[config.mk]
export PLATFORM = sky130hd
export DESIGN_NAME = double_ended_queue
export DESIGN_NICKNAME = d
export VERILOG_FILES = /design/src/hdl/deq_pkg.sv /design/src/hdl/deq_cell.sv /design/src/hdl/double_ended_queue.sv
export SDC_FILE = /design/constraint.sdc
export NUM_CORES = 2
export LEC_CHECK = 0
export ABC_CLOCK_PERIOD_IN_PS = 8300
export BUFFER_PORTS_ARGS = -buffer_cell sky130_fd_sc_hd__buf_4
export CAP_MARGIN = 5
export CORE_MARGIN = 2
export CORE_UTILIZATION = 45
export DETAILED_ROUTE_END_ITERATION = 8
export HOLD_SLACK_MARGIN = 0.08
export PLACE_DENSITY = 0.65
export REMOVE_ABC_BUFFERS = 1
export SLEW_MARGIN = 20
export SYNTH_ARGS = -nofsm -noshare
export SYNTH_HDL_FRONTEND = slang
export SYNTH_HIERARCHICAL = 1
export SYNTH_SLANG_ARGS = --single-unit
[constraint.sdc]
create_clock -name i_clk -period 8.3 [get_ports i_clk]
set_input_delay 0.83 -clock i_clk [delete_from_list [all_inputs] [get_ports i_clk]]
set_output_delay 0.83 -clock i_clk [all_outputs]
set_load 0.02 [all_outputs]
[src/hdl/deq_pkg.sv]
// Shared types and codes for the double-ended queue.
package deq_pkg;

    localparam int KEY_W = 32;
    localparam int AGE_W = 8;
    localparam int PRI_W = 4;
    localparam int SRV_W = 8;
    localparam int OP_W  = 3;
    localparam int ST_W  = 2;

    localparam logic [OP_W-1:0] OP_PUSH_FRONT = 3'd0;
    localparam logic [OP_W-1:0] OP_PUSH_BACK  = 3'd1;
    localparam logic [OP_W-1:0] OP_POP_FRONT  = 3'd2;
    localparam logic [OP_W-1:0] OP_POP_BACK   = 3'd3;

    localparam logic [ST_W-1:0] ST_OK    = 2'd0;
    localparam logic [ST_W-1:0] ST_EMPTY = 2'd1;
    localparam logic [ST_W-1:0] ST_FULL  = 2'd2;

    localparam logic [SRV_W-1:0] SRV_MAX = 8'hFF;

    typedef struct packed {
        logic [KEY_W-1:0] key;
        logic [AGE_W-1:0] age;
        logic [PRI_W-1:0] priority_val;
        logic [SRV_W-1:0] served;
    } t_rec;

    // Shift commands broadcast to every cell of the chain.
    typedef struct packed {
        logic push_front;
        logic push_back;
        logic pop_front;
    } t_cell_cmd;

endpackage

[src/hdl/deq_cell.sv]
// One storage cell of the queue chain; cell 0 holds the front entry.
module deq_cell
    import deq_pkg::*;
#(
    parameter int DEPTH = 16,
    parameter int INDEX = 0
) (
    input  logic                       i_clk,
    input  t_cell_cmd                  i_cmd,
    input  logic [$clog2(DEPTH+1)-1:0] i_count,
    input  t_rec                       i_rec,
    input  t_rec                       i_left,
    input  t_rec                       i_right,
    output t_rec                       o_data,
    output t_rec                       o_back_tap,
    output logic [PRI_W-1:0]           o_prev_tap
);
    localparam int CW = $clog2(DEPTH+1);
    localparam logic HAS_PREV = (INDEX + 2 <= DEPTH);

    t_rec r_data;
    logic is_last;
    logic is_prev;

    assign is_last = (i_count == CW'(INDEX + 1));
    assign is_prev = HAS_PREV && (i_count == CW'(INDEX + 2));

    always_ff @(posedge i_clk) begin
        if (i_cmd.push_front) begin
            r_data <= i_left;
        end else if (i_cmd.pop_front) begin
            r_data <= i_right;
        end else if (i_cmd.push_back && (i_count == CW'(INDEX))) begin
            r_data <= i_rec;
        end
    end

    assign o_data     = r_data;
    assign o_back_tap = is_last ? r_data : '0;
    assign o_prev_tap = is_prev ? r_data.priority_val : '0;

endmodule

[src/hdl/double_ended_queue.sv]
// Top level of the double-ended queue: a shifting chain of entry cells.
//
//   channel | valid       | stall       | payload
//   --------+-------------+-------------+-----------------------------------
//   input   | i_in_valid  | o_in_stall  | i_operation, i_entry_*
//   output  | o_out_valid | i_out_stall | o_status, o_popped_*, o_front_*,
//           |             |             | o_back_*, o_entry_count
//
// The chain shifts or writes one cell at the accepting edge and the result is
// registered at that same edge, so one item per cycle is sustained while the
// output is not stalled. The back entry is found by a compare of each cell index
// with the count. Synchronous reset empties the queue and clears o_out_valid.
// An item is refused only while a result waits and the output is stalled.
module double_ended_queue
    import deq_pkg::*;
#(
    parameter int DEPTH = 16
) (
    input  logic                       i_clk,
    input  logic                       i_rst_n,
    input  logic                       i_in_valid,
    output logic                       o_in_stall,
    input  logic [OP_W-1:0]            i_operation,
    input  logic [KEY_W-1:0]           i_entry_key,
    input  logic [AGE_W-1:0]           i_entry_age,
    input  logic [PRI_W-1:0]           i_entry_priority,
    input  logic [SRV_W-1:0]           i_entry_served,
    output logic                       o_out_valid,
    input  logic                       i_out_stall,
    output logic [ST_W-1:0]            o_status,
    output logic [KEY_W-1:0]           o_popped_key,
    output logic [AGE_W-1:0]           o_popped_age,
    output logic [PRI_W-1:0]           o_popped_priority,
    output logic [SRV_W-1:0]           o_popped_served,
    output logic [PRI_W-1:0]           o_front_priority,
    output logic                       o_front_valid,
    output logic [PRI_W-1:0]           o_back_priority,
    output logic                       o_back_valid,
    output logic [$clog2(DEPTH+1)-1:0] o_entry_count
);
    localparam int CW = $clog2(DEPTH+1);

    t_rec              rec;
    t_cell_cmd         cmd;
    t_rec              w_data [DEPTH];
    t_rec              w_back [DEPTH];
    logic [PRI_W-1:0]  w_prev [DEPTH];
    t_rec              back_rec;
    logic [PRI_W-1:0]  prev_pri;

    logic              accept;
    logic              empty;
    logic              full;
    logic              is_push_f;
    logic              is_push_b;
    logic              is_pop_f;
    logic              is_pop_b;
    logic              push_f_ok;
    logic              push_b_ok;
    logic              pop_f_ok;
    logic              pop_b_ok;

    logic [CW-1:0]     r_count;
    logic [CW-1:0]     n_count;
    logic              r_out_valid;
    logic [ST_W-1:0]   r_status;
    logic [ST_W-1:0]   n_status;
    t_rec              r_popped;
    t_rec              n_popped;
    logic [PRI_W-1:0]  r_front_pri;
    logic [PRI_W-1:0]  n_front_pri;
    logic [PRI_W-1:0]  r_back_pri;
    logic [PRI_W-1:0]  n_back_pri;
    logic              r_nonempty;
    logic [CW-1:0]     r_out_count;

    assign accept     = i_in_valid && !o_in_stall;
    assign o_in_stall = r_out_valid && i_out_stall;

    assign rec.key          = i_entry_key;
    assign rec.age          = i_entry_age;
    assign rec.priority_val = i_entry_priority;
    assign rec.served       = (i_entry_served == SRV_MAX) ? SRV_MAX
                                                          : i_entry_served + 8'd1;

    assign empty     = (r_count == '0);
    assign full      = (r_count == CW'(DEPTH));
    assign is_push_f = (i_operation == OP_PUSH_FRONT);
    assign is_push_b = (i_operation == OP_PUSH_BACK);
    assign is_pop_f  = (i_operation == OP_POP_FRONT);
    assign is_pop_b  = (i_operation == OP_POP_BACK);
    assign push_f_ok = is_push_f && !full;
    assign push_b_ok = is_push_b && !full;
    assign pop_f_ok  = is_pop_f && !empty;
    assign pop_b_ok  = is_pop_b && !empty;

    assign cmd.push_front = accept && push_f_ok;
    assign cmd.push_back  = accept && push_b_ok;
    assign cmd.pop_front  = accept && pop_f_ok;

    for (genvar g = 0; g < DEPTH; g++) begin : g_cell
        t_rec left_in;
        t_rec right_in;
        if (g == 0) begin : g_first
            assign left_in = rec;
        end else begin : g_mid_l
            assign left_in = w_data[g-1];
        end
        if (g == DEPTH - 1) begin : g_last
            assign right_in = w_data[g];
        end else begin : g_mid_r
            assign right_in = w_data[g+1];
        end
        deq_cell #(
            .DEPTH (DEPTH),
            .INDEX (g)
        ) u_cell (
            .i_clk      (i_clk),
            .i_cmd      (cmd),
            .i_count    (r_count),
            .i_rec      (rec),
            .i_left     (left_in),
            .i_right    (right_in),
            .o_data     (w_data[g]),
            .o_back_tap (w_back[g]),
            .o_prev_tap (w_prev[g])
        );
    end

    // At most one cell drives each tap, so an OR merges them.
    always_comb begin
        back_rec = '0;
        prev_pri = '0;
        for (int i = 0; i < DEPTH; i++) begin
            back_rec = back_rec | w_back[i];
            prev_pri = prev_pri | w_prev[i];
        end
    end

    always_comb begin
        n_count     = r_count;
        n_status    = ST_OK;
        n_popped    = '0;
        n_front_pri = w_data[0].priority_val;
        n_back_pri  = back_rec.priority_val;
        if ((is_push_f || is_push_b) && full) begin
            n_status = ST_FULL;
        end else if ((is_pop_f || is_pop_b) && empty) begin
            n_status = ST_EMPTY;
        end else if (push_f_ok) begin
            n_count     = r_count + 1'b1;
            n_front_pri = rec.priority_val;
            if (empty) begin
                n_back_pri = rec.priority_val;
            end
        end else if (push_b_ok) begin
            n_count    = r_count + 1'b1;
            n_back_pri = rec.priority_val;
            if (empty) begin
                n_front_pri = rec.priority_val;
            end
        end else if (pop_f_ok) begin
            n_count     = r_count - 1'b1;
            n_popped    = w_data[0];
            n_front_pri = w_data[1].priority_val;
        end else if (pop_b_ok) begin
            n_count    = r_count - 1'b1;
            n_popped   = back_rec;
            n_back_pri = prev_pri;
        end
        if (n_count == '0) begin
            n_front_pri = '0;
            n_back_pri  = '0;
        end
    end

    always_ff @(posedge i_clk) begin
        if (!i_rst_n) begin
            r_count     <= '0;
            r_out_valid <= 1'b0;
        end else begin
            if (accept) begin
                r_count     <= n_count;
                r_out_valid <= 1'b1;
            end else if (!i_out_stall) begin
                r_out_valid <= 1'b0;
            end
        end
    end

    always_ff @(posedge i_clk) begin
        if (accept) begin
            r_status    <= n_status;
            r_popped    <= n_popped;
            r_front_pri <= n_front_pri;
            r_back_pri  <= n_back_pri;
            r_nonempty  <= (n_count != '0);
            r_out_count <= n_count;
        end
    end

    assign o_out_valid       = r_out_valid;
    assign o_status          = r_status;
    assign o_popped_key      = r_popped.key;
    assign o_popped_age      = r_popped.age;
    assign o_popped_priority = r_popped.priority_val;
    assign o_popped_served   = r_popped.served;
    assign o_front_priority  = r_front_pri;
    assign o_front_valid     = r_nonempty;
    assign o_back_priority   = r_back_pri;
    assign o_back_valid      = r_nonempty;
    assign o_entry_count     = r_out_count;

endmodule
==> reports/metrics.csv <==
stage;metric;value;unit
outcome;status;finished, final reports clean;
clocking;postCtsHoldBufs;0;
clocking;htreeDepth;3;
floorplan;fp.dieH;370;um
yosys;synthTopCellsByCount;edfxtp_1, nand2_1, mux2i_1, o21ai_0, inv_1;
floorplan;ioPinCount;130;
place;dpl.hpwl;100000;um
worst_setup_path;critical-path-max-stage-delay;0.89;ns
yosys;synth_ff_type;edfxtp_1;
global_routing;grt_pass1_wl;276000;um
timing;fmax;181;MHz
clocking;cts_setup_buffers;0;
global_routing;grt_max_degree;293;
timing;period_minus_slack;5.52;ns
clocking;clockRootBuffer;clkbuf_16;
floorplan;initial_core_util;45.3;%
timing;worst_pin_slew;1.23;ns
flow_run;maxCapViolCount;0;
place;portBuffers;129;
yosys;seq_area_frac_synth;45.0;%
place;place.gp.congestion;0.829;
clocking;cts_resized;0;
power;leakagePower;19.2;nW
timing;hold_violations;0;
final_layout;fill_cells;12200;
global_routing;grt_pass1_vias;43700;
yosys;yosysMostFrequentCell;edfxtp_1;
yosys;ys_types;76;
clocking;cts_tree;built;
yosys;ys_warn_count;6;
worst_setup_path;crit_buf_inv;4;
timing;timing.setup.tns;0;ns
worst_setup_path;cp_slowest_cell;dfxtp_4;
detailed_routing;post_drt_wl_per_cell;24.4;um
detailed_routing;drc_errors;0;
worst_setup_path;path_cells;inv_1, ha_1, nor4b_4, or2_1, nor3_2, buf_12, buf_12, buf_4, mux2i_1, o21ai_0;
yosys;synth_top_cell_by_area;edfxtp_1;
hold_path;min_path_type;input pin to register;
floorplan;die_area;137000;um^2
detailed_routing;wirelength;184000;um
worst_setup_path;critical_path.top_delay_family;buffers and inverters;
yosys;netlist_instances;5848;
worst_setup_path;critPathLaunchType;register;
final_layout;area_delta_synth_final;7.13;%
yosys;synth.area.top_cells;edfxtp_1, mux2i_1, nor3b_2, o21ai_0, nand2_1;
clocking;clk_latency;0.74;ns
worst_setup_path;crit_type;register to register;
place;dp_cells;7341;
detailed_routing;vias;46000;
timing;rsz0062_at_grt;false;
global_routing;grt_util_all_layers;26.1;%
worst_setup_path;crit_fanout;133;
yosys;synth-edff-count;900;
worst_setup_path;reg2reg_depth;10;
final_layout;final_nets;5744;
detailed_routing;via_per_inst;6.10;
floorplan;coreArea;133000;um^2
worst_setup_path;rr_startpoint;r_count[0]$_SDFFE_PN0P_;
timing;slew_violations;0;
floorplan;rows;134;
worst_setup_path;cp.depth;10;
clocking;clockBufferDepth;3;
yosys;syn_avg_cell_area;10.3;um^2
yosys;netlist_area;60300;um^2
timing;setup_viol;0;
worst_setup_path;startpoint;r_count[0]$_SDFFE_PN0P_;
clocking;clock_sinks;906;
final_layout;diodes;0;
final_layout;drive_above_1_share;17.9;%
hold_path;holdCritStartpoint;i_in_valid;
worst_setup_path;crit_required;8.75;ns
detailed_routing;ant_nets;0;
global_routing;overflow;0;
clocking;path_clk_slew;0.06;ns
detailed_routing;drt_first_iter_violations;5785;
yosys;synth_top_area_share;44.8;%
worst_setup_path;ff2ff_setup_slack;2.78;ns
global_routing;antenna_found_initial;2;
clocking;cts_buffers;106;
timing;relSlewSlack;17.9;%
yosys;async_reset_ff_share;0;%
power;irDropWorstVdd;165;uV
timing;clock_skew;0.0275;ns
worst_setup_path;worstReg2RegEnd;g_cell[5].u_cell/o_data[3]$_DFFE_PP_;
final_layout;stdcell_count;7536;
worst_setup_path;cp_common_cell;buf_12;
yosys;ys_seq_elements;906;
worst_setup_path;cp.arrival;5.97;ns
floorplan;die-width;370;um
worst_setup_path;cp-end-kind;register;
detailed_routing;dr.pass1.iters;8;
worst_setup_path;critPathCapture;g_cell[5].u_cell/o_data[3]$_DFFE_PP_;
timing;finalCritPeriodShare;66.5;%
power;power_density;182;nW/um^2
registers in the layout, indices dropped and copies added (netlist names), 2 cells and up:
signal	count
r_count	5
o_popped_priority	4
o_status	2
o_popped_served	8
o_back_priority	4
o_entry_count	5
g_cell.u_cell/o_data	832
o_popped_key	32
o_front_priority	4
o_popped_age	8
cell usage in the layout (no fill, tap or decap), drive strengths merged, types with 44 or more instances in the layout:
cell,instances
a21oi,62
buf,217
clkbuf,138
nand2,865
nor3,474
inv,458
and4,52
nor4,226
o21ai,890
mux2i,836
clkinv,44
edfxtp,900
nor3b,405
metrics by stage:
| stage | utilization [%] | area [um^2] | power (mW) | setup WS (ns) | hold WS [ns] |
|---|---|---|---|---|---|
| CTS | 48.5 | 64600 | 11.8 | 2.92 | 0.287 |
| global route | 48.5 | 64600 | 12.1 | 2.57 | 0.313 |
| finish | 48.5 | 64600 | 11.8 | 2.78 | 0.329 |
| global placement | 46.0 | 61300 | 7.17 | 2.97 | 0.554 |
| detailed placement | 46.0 | 61300 | 7.20 | 2.92 | 0.562 |
| floorplan | - | 57000 | 7.83 | -100.90 | 0.535 |
where the power goes:
group          switching (mW)  leakage, nW  internal [mW]
logic                    1.20         9.21          0.498
registers               0.136         8.32           5.31
clock network            1.99         1.62           2.63
total                    3.32         19.2           8.44
cell families (layout without fill, tap and decap cells):
family,after synthesis,count (layout),share of synthesized area [%]
AO/OA/AOI/OAI,1009,1009,8.75
XOR/XNOR,5,5,0.0726
adder cells (fa/ha/maj),3,3,0.0622
buffers and inverters,948,865,8.31
flip-flops,906,906,45.0
multiplexers,836,836,13.9
other,1,4,0.00622
AND/OR/NAND/NOR,2140,2140,23.9
per-layer routing:
layer	global-route usage (%)	wire length, um
met2	41.3	84700
met1	36.3	77600
met5	0	0
met3	3.88	15600
met4	9.10	6200
cell type report:
type                            count  area (um^2)  share of cell area, %
Clock inverter                     56          502                  0.776
Clock buffer                      138         2820                   4.37
Sequential cell                   906        27200                   42.0
Tap cell                         1768         2210                   3.42
Timing Repair Buffer              217         1790                   2.77
Inverter                          454         1710                   2.65
Multi-Input combinational cell   3997        28400                   44.0
worst min-delay path by stage:
stage	end	slack [ns]	cells after the start
2_1_floorplan	g_cell[14].u_cell/o_data[49]$_DFFE_PP_	0.53	2
3_3_place_gp	g_cell[1].u_cell/o_data[49]$_DFFE_PP_	0.55	2
3_5_place_dp	g_cell[14].u_cell/o_data[2]$_DFFE_PP_	0.56	2
4_1_cts	o_out_valid$_SDFFE_PN0P_	0.29	2
5_1_grt	o_out_valid$_SDFFE_PN0P_	0.31	2
6_report	o_out_valid$_SDFFE_PN0P_	0.33	2
(Power assumes the default switching activity.)
